**config.mk**
```make
export PLATFORM = sky130hd
export DESIGN_NAME = lzsd_ctrl
export DESIGN_NICKNAME = d
export VERILOG_FILES = /design/src/rtl/core/lzsd_pkg.sv /design/src/rtl/core/lzsd_ctrl.sv
export SDC_FILE = /design/constraint.sdc
export NUM_CORES = 1
export LEC_CHECK = 0
export BUFFER_PORTS_ARGS = -buffer_cell sky130_fd_sc_hd__buf_2
export CAP_MARGIN = 20
export CELL_PAD_IN_SITES_DETAIL_PLACEMENT = 0
export CELL_PAD_IN_SITES_GLOBAL_PLACEMENT = 1
export CORE_AREA = 2 2 39 41
export CTS_CLUSTER_DIAMETER = 120
export CTS_CLUSTER_SIZE = 30
export DETAILED_ROUTE_END_ITERATION = 7
export DIE_AREA = 0 0 41 43
export HOLD_SLACK_MARGIN = 0.15
export PLACE_DENSITY = 0.68
export SLEW_MARGIN = 5
export SYNTH_ARGS = -nofsm -noshare
export SYNTH_HDL_FRONTEND = slang
export SYNTH_SLANG_ARGS = --single-unit
```
**constraint.sdc**
```tcl
create_clock -name clk -period 1.62 [get_ports clk]
set_input_delay 0.243 -clock clk [delete_from_list [all_inputs] [get_ports clk]]
set_output_delay 0.243 -clock clk [all_outputs]
set_load 0.1 [all_outputs]
```
**src/rtl/core/lzsd_pkg.sv**
```systemverilog
// ----------------------------------------------------------------------------
// lzsd_pkg
// Shared types and constants for the LZSS stream decoder.
// ----------------------------------------------------------------------------
package lzsd_pkg;

  localparam int LIT_TOKEN_BITS = 9;
  localparam int BYTE_BITS      = 8;

  typedef struct packed {
    logic load;
    logic shift;
    logic lit_out;
    logic align_step;
    logic rd_issue;
    logic cp_read;
    logic cp_emit;
  } lzsd_cmd_t;

  typedef struct packed {
    logic lit_hit;
    logic match_hit;
    logic len_zero;
    logic last_bit;
    logic bits_left;
    logic addr_high;
    logic idx_last;
    logic out_free;
  } lzsd_sts_t;

endpackage

```
**src/rtl/core/lzsd_ctrl.sv**
```systemverilog
// ----------------------------------------------------------------------------
// lzsd_ctrl
// Decoder controller: sequences bit intake, literal emit, position reduction,
// match read and match emit/write-back.
// ----------------------------------------------------------------------------
module lzsd_ctrl import lzsd_pkg::*; (
  input  logic      clk,
  input  logic      rst_n,
  input  logic      in_valid,
  output logic      in_ready,
  input  lzsd_sts_t sts,
  output lzsd_cmd_t cmd
);

  typedef enum logic [2:0] {
    S_IDLE,
    S_SHIFT,
    S_LIT,
    S_ALIGN,
    S_READ,
    S_DRAIN,
    S_CREAD,
    S_CEMIT
  } state_t;

  state_t state_r, state_nxt;

  assign in_ready = (state_r == S_IDLE);

  always_comb begin
    cmd       = '0;
    state_nxt = state_r;
    unique case (state_r)
      S_IDLE: begin
        if (in_valid) begin
          cmd.load  = 1'b1;
          state_nxt = S_SHIFT;
        end
      end
      S_SHIFT: begin
        cmd.shift = 1'b1;
        priority if (sts.lit_hit) begin
          state_nxt = S_LIT;
        end else if (sts.match_hit && !sts.len_zero) begin
          state_nxt = S_ALIGN;
        end else if (sts.last_bit) begin
          state_nxt = S_IDLE;
        end else begin
          state_nxt = S_SHIFT;
        end
      end
      S_LIT: begin
        if (sts.out_free) begin
          cmd.lit_out = 1'b1;
          state_nxt   = sts.bits_left ? S_SHIFT : S_IDLE;
        end
      end
      S_ALIGN: begin
        if (sts.addr_high) begin
          cmd.align_step = 1'b1;
        end else begin
          state_nxt = S_READ;
        end
      end
      S_READ: begin
        cmd.rd_issue = 1'b1;
        if (sts.idx_last) begin
          state_nxt = S_DRAIN;
        end
      end
      S_DRAIN: begin
        state_nxt = S_CREAD;
      end
      S_CREAD: begin
        cmd.cp_read = 1'b1;
        state_nxt   = S_CEMIT;
      end
      S_CEMIT: begin
        if (sts.out_free) begin
          cmd.cp_emit = 1'b1;
          if (sts.idx_last) begin
            state_nxt = sts.bits_left ? S_SHIFT : S_IDLE;
          end else begin
            state_nxt = S_CREAD;
          end
        end
      end
      default: begin
        state_nxt = S_IDLE;
      end
    endcase
  end

  always_ff @(posedge clk) begin
    if (!rst_n) begin
      state_r <= S_IDLE;
    end else begin
      state_r <= state_nxt;
    end
  end

endmodule

```
# Word-level counts from Yosys, hierarchy flattened

Index checks and enable logic that the tools add are counted.

Eq/ne operators: 12
Multiplexer cells: 21
Reductions and logical operators: 4

Operator list:

| kind                                                                   | number |
|---|---|
| 3-bit 2-to-1 mux                                                       | 8 |
| 3-bit case mux with 8 select lines                                     | 1 |
| 3-bit equality test (second input constant)                            | 4 |
| 1-bit 2-to-1 mux                                                       | 12 |
| 2-bit inequality test (second input constant)                          | 5 |
| 3-bit by 2-bit equality test with 1-bit output (second input constant) | 2 |
| 5-bit AND reduction                                                    | 1 |
| 3-bit by 1-bit equality test with 1-bit output (second input constant) | 1 |
| 3-bit zero test                                                        | 1 |
| 1-bit logical AND                                                      | 1 |
| 1-bit zero test                                                        | 1 |

Register bits after elaboration: 3
Word-level logic and storage cells: 38

# Longest topological paths before layout

Gate-level depths: netlist (run 1).

Depth in word-level cells: 5
Depth in mapped cells: 5
Depth with buffers taken out: 4

# Least setup slack after synthesis (run 1)

Ideal clock, no wire load.

Kind: register to output
Start: register state_r[2]
End: output cmd[6] (netlist name)
Data arrival time: 3704 ps
Required time: 1377 ps
Slack: -2327 ps
Cell stages (with the launch flop): 4
Path buffers: 1
Path through: dfxtp_1 > buf_1 > nor3_1 > and2_1

RTL lines:

| what                   | line            | source |
|---|---|---|
| from (decl)            | lzsd_ctrl.sv:26 | `state_t state_r, state_nxt;` |
| from (signal assigned) | lzsd_ctrl.sv:98 | `state_r <= state_nxt;` |
| to (decl)              | lzsd_ctrl.sv:12 | `output lzsd_cmd_t cmd` |

==> results of run 1 <==
[layout make-up]
type | instances | area [um2] | area share [%]
inverters | 6 | 26.3 | 3.74
repair buffers | 26 | 278 | 39.6
flip-flops and latches | 3 | 63.8 | 9.09
well taps | 16 | 20.0 | 2.85
multi-input cells | 30 | 288 | 41.0
clock buffers | 4 | 26.3 | 3.74
[synthesized netlist by cell type, drive strengths merged, types with 2 or more instances]
master / n
inv: 6
nand2: 4
nor3: 4
dfxtp: 3
nand3: 3
nor2: 3
a221oi: 2
buf: 2
[layer usage]
layer / up-vias / global-route usage (%) / part of all wire [%]
li1: 209 / - / -
met1: 183 / 17.1 / 43
met2: 11 / 20.9 / 52
met3: 0 / 1.57 / 4.9
met4: 0 / 10.0 / 0
met5: - / 0 / 0
[how the worst min path moves through the flow]
stage,from,to,slack [ns],depth (start not counted)
after floorplan,rst_n,state_r[0],0.36,2
after global placement,rst_n,state_r[0],0.50,3
after detailed placement,rst_n,state_r[0],0.50,3
after CTS,rst_n,state_r[0],0.25,3
after global routing,rst_n,state_r[1],0.26,3
final,rst_n,state_r[0],0.26,3
[through the flow]
| step | cells | area, um2 |
|---|---|---|
| 2_1_floorplan | 42 | 408 |
| 3_3_place_gp | 80 | 654 |
| 3_5_place_dp | 80 | 654 |
| 4_1_cts | 85 | 692 |
| 5_1_grt | 85 | 702 |
| 6_report | 85 | 702 |
[worst max-delay path: stages (launching register included)]
cell and delay, ns:
dfxtp_2 0.35, buf_6 0.14, clkinvlp_4 0.16, and4_2 0.24
buf_12 0.17
[timing repair]
item                       4_1_cts  5_1_grt
pin swaps                        2        1
hold buffers                     0        0
setup endpoints to repair        2        6
setup buffers                    1        0
gates resized for setup          2        4
[logic make-up (layout without fill, tap and decap cells)]
kind of cell / after synthesis / count (layout)
compound gates: 8 / 8
flops: 3 / 3
simple gates: 21 / 21
mux: 1 / 1
buf+inv: 9 / 36
[power by group]
part | total, W | switching (W) | internal [W]
sequential | 0.000113 | 0.0000213 | 0.0000918
clock | 0.000129 | 0.0000364 | 0.0000922
combinational | 0.000618 | 0.000378 | 0.000240
==> summary.txt, run 1 <==
Critical path
  – Crit path max fanout: 4
  – Crit path capture: cmd[4]
  – Reg-to-Reg Start: state_r[0]
  – Reg-to-Reg End: state_r[1]
  – Crit path kind: reg -> out
  – R2r worst-path depth: 4
  – Worst path required time: 1.38 ns
  – Worst Setup End Kind: output port
  – CP Launch Type: flip-flop
  – R2r setup slk: 0.19 ns
  – Critical path arrival: 1.29 ns
  – Critical Path Start: state_r[2]

Synth
  – Syn Std Cell Area: 320 um2
  – Sequential-to-total area share from yosys stat: 18.8%
  – Compound-cell area share of the yosys netlist: 27.3%
  – Synth area leader: dfxtp_1
  – Number of synthesized flops with an enable pin: 0
  – Adder-Cell Fraction of Synth Area: 0%
  – Largest family of logic cells by synthesized area: simple AND/OR/NAND/NOR gates
  – Async SR Flop Fraction: 0%
  – XOR/XNOR Fraction of Synth Area: 0%
  – Count of distinct cell types in the synthesized netlist: 25
  – Post-synthesis mux area share: 3.52%
  – Primary FF master, synth: dfxtp_1
  – Yosys warns: 0
  – Syn Area/Cell: 7.63 um2
  – Mapped Cells: 42
  – Synthesized Nets: 53
  – Yosys reg bits: 3
  – Share of Yosys cell area claimed by the top area cell type: 18.8%
  – Largest cells by area after synthesis: dfxtp_1, a221oi_2, inv_1, nor3_1, o311ai_2
  – Post-Synth Simple-Gate Area: 39.5%

Cells and area
  – Commonest cells after routing, fill and taps aside: buf_2, buf_12, buf_4
  – Layout Utilization: 50.7%
  – Number of flip-flops in the largest register: 3
  – Commonest non-fill, non-tap cell in the layout: buf_2
  – Final net count: 81
  – ANT cells: 0
  – Fillers: 144
  – Layout overhead on the synthesized area: 119%
  – Top reg by flops: state_r
  – Largest registers: state_r x3
  – Share of cells above drive strength 1: 69.6%

Timing
  – Slack of the critical path: 0.0918 ns
  – Max-slew headroom: 75.4%
  – Slew @ Worst Pin: 0.368 ns
  – Period utilization: 94.3%
  – Worst hold slack: 0.257 ns
  – Fin crit period: 1.53 ns
  – Final setup fails: 0
  – Post-route setup TNS: 0 ns
  – Achievable Freq: 0.654 GHz
  – Clock Skews: 0.00167 ns
  – RSZ-0062 raised after global routing: false
  – Hold violation count in the final report: 0
  – Pins over their slew limit: 0

Power
  – Static leakage power: 0.284 nW
  – Total power: 0.000860 W
  – VDD IR-drop max: 0.000481 V
  – PwrDens: 1230 nW/um2

Hold path
  – Hold WC Path Type: in -> reg

Route
  – Routed Antenna Nets: 0
  – Avg Vias per Cell: 4.74
  – Average wire per standard cell: 11.5 um
  – First-pass DRT Iterations: 2
  – DR DRC count: 0
  – Vias: 403
  – DR iter-0 viols: 3
  – Final WL: 976 um

GRT
  – Largest net degree at the start of global routing: 8
  – Initial antenna violation count: 0
  – GRT Total Usage: 13.9%
  – First-pass GRT wire length: 1680 um
  – Total grt overflow: 0
  – Number of global-route vias before repair: 419

Floorplanning
  – Die Y: 43 um
  – I/O pin total: 19
  – Core area: 1380 um2
  – Initial Utilization: 23.1%
  – Die ar.: 1760 um2
  – Die width: 41 um
  – Site Rows: 14

Clock tree
  – CTS Sinks: 3
  – Clock Root Buffer: clkbuf_4
  – CTS max path bufs: 2
  – CTS H-tree lvls: 1
  – CTS Buf Count: 3
  – CTS tree: done
  – CTS clk-pin slew, worst paths: 0.04 ns
  – Worst skew pair latency: 0.23 ns

Status
  – Status: completed

Placement
  – GP Congestion: 0.779
  – Port Buffers: 18
  – Placement Setup Slack: 0.171 ns
  – Detail Placement HPWL: 858 um

Flow run
  – Max-Cap Viols: 0
Power figures use the tool's default switching activity.
==> run 2: changes to the inputs <==
--- a/config.mk
+++ b/config.mk
@@ -5,7 +5,7 @@
 export SDC_FILE = /design/constraint.sdc
 export NUM_CORES = 1
 export LEC_CHECK = 0
-export BUFFER_PORTS_ARGS = -buffer_cell sky130_fd_sc_hd__buf_2
+export BUFFER_PORTS_ARGS = -buffer_cell sky130_fd_sc_hd__clkbuf_2
 export CAP_MARGIN = 20
 export CELL_PAD_IN_SITES_DETAIL_PLACEMENT = 0
 export CELL_PAD_IN_SITES_GLOBAL_PLACEMENT = 1
==> run 2 against run 1 <==
Effect of this change: sequential power increased by 4%; design area down 5.0%; hold slack worse by 0.016 ns; critical path depth fell by 1; setup slack worse by 0.027 ns; sequential share of layout area rose by 0.29 points; non-clock buffer count decreased by 3; critical endpoint unchanged; largest cell class unchanged.
==> summary.txt, run 2 (same netlist as run 1, synthesis figures left out) <==
Status
  – Status: completed

Power
  – VDD IR-drop max: 0.000665 V (+38%)
  – PwrDens: 1260 nW/um2 (+2.7%)
  – Static leakage power: 0.269 nW (-5.3%)

Cells and area
  – ANT cells: 0 (unchanged)
  – Number of flip-flops in the largest register: 3 (unchanged)
  – Final Instance Count excl. Fillers: 82 (-3.5%)
  – Final instance area: 667 um2 (-5.0%)
  – Register Area: 62.6 um2 (-2.0%)
  – Commonest non-fill, non-tap cell in the layout: clkbuf_2
  – Fillers: 133 (-7.6%)
  – Commonest cells after routing, fill and taps aside: clkbuf_2, buf_12, inv_1
  – Top reg by flops: state_r
  – Multi-input combinational cell area: 288 um2 (unchanged)
  – Layout Utilization: 48.2% (-2.5 points)
  – Final net count: 78 (-3.7%)
  – Largest registers: state_r x3
  – Share of cells above drive strength 1: 63.6% (-5.9 points)
  – Layout overhead on the synthesized area: 108%

Flow run
  – Max-Cap Viols: 0 (unchanged)

Floorplanning
  – Site Rows: 14 (unchanged)
  – Die Y: 43 um (unchanged)
  – I/O pin total: 19 (unchanged)
  – Die width: 41 um (unchanged)
  – Initial Utilization: 23.1% (unchanged)
  – Die ar.: 1760 um2 (unchanged)
  – Core area: 1380 um2 (unchanged)

Route
  – DR DRC count: 0 (unchanged)
  – Routed Antenna Nets: 0 (unchanged)
  – Vias: 390 (-3.2%)
  – Avg Vias per Cell: 4.76 (+0.31%)
  – First-pass DRT Iterations: 4 (+2)
  – Final WL: 851 um (-13%)
  – Average wire per standard cell: 10.4 um (-9.6%)
  – DR iter-0 viols: 9 (+6)

Clock tree
  – CTS H-tree lvls: 1 (unchanged)
  – CTS Buf Count: 3 (unchanged)
  – CTS max path bufs: 2 (unchanged)
  – CTS tree: done
  – Worst skew pair latency: 0.24 ns (about the same)
  – Clock Root Buffer: clkbuf_4
  – Post-CTS Hold Fix Bufs: 0 (unchanged)
  – CTS Sinks: 3 (unchanged)
  – CTS clk-pin slew, worst paths: 0.04 ns (about the same)

Timing
  – Final setup fails: 0 (unchanged)
  – Hold violation count in the final report: 0 (unchanged)
  – Pins over their slew limit: 0 (unchanged)
  – RSZ-0062 raised after global routing: false
  – Achievable Freq: 0.643 GHz (-1.8%)
  – Post-route setup TNS: 0 ns (unchanged)
  – Fin crit period: 1.56 ns (+0.0275 ns)
  – Slew @ Worst Pin: 0.339 ns (-0.0292 ns)
  – Worst hold slack: 0.240 ns (-0.0164 ns)
  – Period utilization: 96.0% (+1.7 points)
  – Max-slew headroom: 77.4% (+2.0 points)
  – Clock Skews: 0.00107 ns (-0.000598 ns)

Critical path
  – Worst path required time: 1.38 ns (about the same)
  – CP Launch Type: flip-flop
  – Crit path max fanout: 5 (+1)
  – Worst stage delay on the critical path: 0.35 ns (about the same)
  – Crit path cell chain: inv_1 -> and4_2 -> buf_12
  – Slowest cell on the critical path: dfxtp_1
  – Critical path's top delay family: buffers and inverters
  – Critical path arrival: 1.31 ns (+0.02 ns)
  – Worst Setup End Kind: output port
  – Crit path kind: reg -> out
  – Buffers and inverters on the worst path: 2 (-1)

Placement
  – Dpl cells: 78 (-2.5%)
  – Detail Placement HPWL: 750 um (-13%)
  – GP Congestion: 0.792 (+1.7%)
  – Port Buffers: 18 (unchanged)
  – Post-DP Area: 639 um2 (-2.3%)

GRT
  – Largest net degree at the start of global routing: 9 (+1)
  – Initial antenna violation count: 0 (unchanged)
  – Total grt overflow: 0 (unchanged)
  – Number of global-route vias before repair: 361 (-14%)
  – First-pass GRT wire length: 1470 um (-12%)
  – GRT Total Usage: 12.5% (-1.4 points)

Hold path
  – Hold WC Path Type: in -> reg
==> run 2: changes by cell type in the layout (fill, tap and decap cells not counted), sizes merged <==
cell,delta
buf,-13
clkinvlp,-1
inv,+1
clkbuf,+10
==> run 2: worst min-delay path, cell delays in order <==
cell and delay [ns]:
clkbuf_2 0.10, inv_1 0.06, a221oi_2 0.03
==> run 2: path summary, 6_finish.rpt <==
kind | startpoint | cells after the start | endpoint | slack (ns)
max | state_r[2] | 3 | cmd[4] | 0.06
min | rst_n | 3 | state_r[0] | 0.24
max reg2reg | state_r[2] | 4 | state_r[1] | 0.15
min reg2reg | state_r[0] | 2 | state_r[0] | 0.62
==> run 2: layout make-up <==
class | count | share of cell area, %
clock buffers | 4 | 3.94
inverters | 6 | 3.38
multi-input cells | 30 | 43.2
flip-flops and latches | 3 | 9.38
well taps | 16 | 3.00
repair buffers | 23 | 37.1
==> run 2: layer usage <==
layer  track usage [%]  vias to the layer above  wire length (um)
met1              17.5                      169               386
met3              3.14                        3                59
met4              8.00                        0                25
met5                 0                        -                 0
met2              16.3                       14               380
li1                  -                      204                 -
==> run 2: through the flow <==
step,total power [W],setup WS (ns)
CTS,0.000847,0.0177
global placement,0.000702,0.148
detailed placement,0.000706,0.114
finish,0.000839,0.0643
global route,0.000886,0.00826
floorplan,0.000529,-0.438
==> run 2: timing repair <==
| item | CTS | global route |
|---|---|---|
| buffers inserted | 0 | 0 |
| endpoints found under the setup margin | 0 | 1 |
| hold endpoints to repair | 0 | 0 |
| resized for setup | 0 | 1 |
==> run 2: where the power goes <==
group | internal [W] | leakage, nW | switching (W)
registers | 0.0000914 | 0.0253 | 0.0000257
logic | 0.000223 | 0.228 | 0.000362
clock network | 0.0000927 | 0.0150 | 0.0000444
==> run 3: changes to the inputs <==
--- a/config.mk
+++ b/config.mk
@@ -15,7 +15,7 @@
 export DETAILED_ROUTE_END_ITERATION = 7
 export DIE_AREA = 0 0 41 43
 export HOLD_SLACK_MARGIN = 0.15
-export PLACE_DENSITY = 0.68
+export PLACE_DENSITY = 0.71
 export SLEW_MARGIN = 5
 export SYNTH_ARGS = -nofsm -noshare
 export SYNTH_HDL_FRONTEND = slang
==> run 3 against run 2 <==
Effect of this change: critical path depth is 1 higher; first-iteration DRC count is 89% lower; clock-buffer cell count stayed put; global-route usage is 0.64 points higher; sequential share of layout area is 0.091 points lower; via count is 5.1% higher; fmax is 1.4% higher; routed wire length is 14% higher; combinational power is 3.9% higher; setup slack better by 0.021 ns; die area stayed put; critical path type unchanged; critical endpoint is now cmd[3].
==> summary.txt, run 3 (same netlist as run 1, synthesis figures left out) <==
Floorplanning
  – Die Y: 43 um (unchanged)
  – I/O pin total: 19 (unchanged)
  – Initial Utilization: 23.1% (unchanged)
  – Site Rows: 14 (unchanged)
  – Die width: 41 um (unchanged)
  – Die ar.: 1760 um2 (unchanged)
  – Core area: 1380 um2 (unchanged)

Timing
  – RSZ-0062 raised after global routing: false
  – Final setup fails: 0 (unchanged)
  – Slack of the critical path: 0.0851 ns (+0.0208 ns)
  – Period utilization: 94.7% (-1.3 points)
  – Post-route setup TNS: 0 ns (unchanged)
  – Achievable Freq: 0.652 GHz (+1.4%)
  – Slew @ Worst Pin: 0.352 ns (+0.0131 ns)
  – Fin crit period: 1.53 ns (-0.0208 ns)
  – Max-slew headroom: 76.5% (-0.91 points)
  – Hold violation count in the final report: 0 (unchanged)
  – Pins over their slew limit: 0 (unchanged)
  – Clock Skews: 0.00440 ns (+0.00333 ns)

Power
  – VDD IR-drop max: 0.000586 V (-12%)
  – PwrDens: 1250 nW/um2 (-0.52%)
  – Static leakage power: 0.281 nW (+4.6%)

Critical path
  – Worst Setup End Kind: output port
  – CP Launch Type: flip-flop
  – Worst path required time: 1.38 ns (about the same)
  – Critical path arrival: 1.29 ns (-0.02 ns)
  – Crit path kind: reg -> out
  – Crit path max fanout: 5 (unchanged)

Clock tree
  – CTS tree: done
  – CTS H-tree lvls: 1 (unchanged)
  – CTS Sinks: 3 (unchanged)
  – CTS max path bufs: 2 (unchanged)
  – CTS Buf Count: 3 (unchanged)
  – CTS clk-pin slew, worst paths: 0.04 ns (about the same)
  – Clock Root Buffer: clkbuf_4
  – Worst skew pair latency: 0.24 ns (about the same)

Route
  – Routed Antenna Nets: 0 (unchanged)
  – Vias: 410 (+5.1%)
  – Avg Vias per Cell: 4.88 (+2.6%)
  – DR iter-0 viols: 1 (-8)
  – Final WL: 969 um (+14%)
  – DR DRC count: 0 (unchanged)
  – Average wire per standard cell: 11.5 um (+11%)
  – First-pass DRT Iterations: 2 (-2)

Cells and area
  – Final net count: 80 (+2.6%)
  – Layout overhead on the synthesized area: 114%
  – Commonest non-fill, non-tap cell in the layout: clkbuf_2
  – ANT cells: 0 (unchanged)
  – Commonest cells after routing, fill and taps aside: clkbuf_2, buf_12, buf_4
  – Largest registers: state_r x3
  – Top reg by flops: state_r
  – Number of flip-flops in the largest register: 3 (unchanged)
  – Share of cells above drive strength 1: 67.6% (+4.0 points)

GRT
  – GRT Total Usage: 13.1% (+0.64 points)
  – Total grt overflow: 0 (unchanged)
  – Initial antenna violation count: 0 (unchanged)
  – Largest net degree at the start of global routing: 9 (unchanged)
  – Number of global-route vias before repair: 380 (+5.3%)
  – First-pass GRT wire length: 1520 um (+3.3%)

Placement
  – GP Congestion: 0.718 (-9.3%)
  – Detail Placement HPWL: 805 um (+7.3%)
  – Port Buffers: 18 (unchanged)
  – Placement Setup Slack: 0.146 ns (+0.0322 ns)

Flow run
  – Max-Cap Viols: 0 (unchanged)

Hold path
  – Hold WC Path Type: in -> reg

Status
  – Status: completed
run 3: changes by cell type in the layout (fill, tap and decap cells not counted):
cell     before  now
inv_2         0    1
dfxtp_2       2    3
buf_6         0    1
dfxtp_1       1    0
inv_1         6    5
buf_4         5    6
run 3: path summary, 6_finish.rpt:
| path | depth (start not counted) | slack (ns) | end | startpoint |
|---|---|---|---|---|
| worst min register to register | 1 | 0.62 | state_r[2] | state_r[2] |
| worst min-delay path | 3 | 0.24 | state_r[0] | rst_n |
| worst max register to register | 7 | 0.18 | state_r[1] | state_r[1] |
| worst max-delay path | 4 | 0.09 | cmd[3] | state_r[1] |
run 3: layout make-up:
| cell class | instances | area, um2 |
|---|---|---|
| inverters | 6 | 22.5 |
| clock buffers | 4 | 26.3 |
| fillers | 134 | 697 |
| flip-flops and latches | 3 | 63.8 |
| well taps | 16 | 20.0 |
| repair buffers | 25 | 267 |
| multi-input cells | 30 | 288 |
run 3: what timing repair did:
item / in CTS / in global routing
setup buffers: 1 / 1
hold buffers: 0 / 0
setup endpoints to repair: 1 / 4
cloned: 0 / 0
gates resized for setup: 1 / 3
pin swaps: 1 / 1
run 3: report_power, final:
part	internal (W)	switching [W]	total (W)
clock network	0.0000927	0.0000448	0.000137
logic	0.000236	0.000372	0.000608
registers	0.0000918	0.0000231	0.000115
total	0.000420	0.000440	0.000860
run 3: stage by stage:
stage	std cells	power, W	instance area, um2	hold WS (ns)	utilization [%]
floorplan	42	0.000529	408	0.361	-
global placement	78	0.000710	639	0.494	46.2
detailed placement	78	0.000715	639	0.487	46.2
CTS	83	0.000862	677	0.231	48.9
global route	84	0.000895	687	0.256	49.6
finish	84	0.000860	687	0.238	49.6
run 3: critical path, stage by stage, from the launching register on:
cell     delay (ns)
dfxtp_2        0.35
buf_6          0.13
nand2_1        0.10
nor3b_4        0.25
buf_12         0.21
run 3: metal layers:
metal	track usage (%)	vias up	share of wire (%)
met3	3.14	2	4.9
met1	14.7	188	45
met4	8.00	0	2.6
met5	0	-	0
li1	-	208	-
met2	20.9	12	48
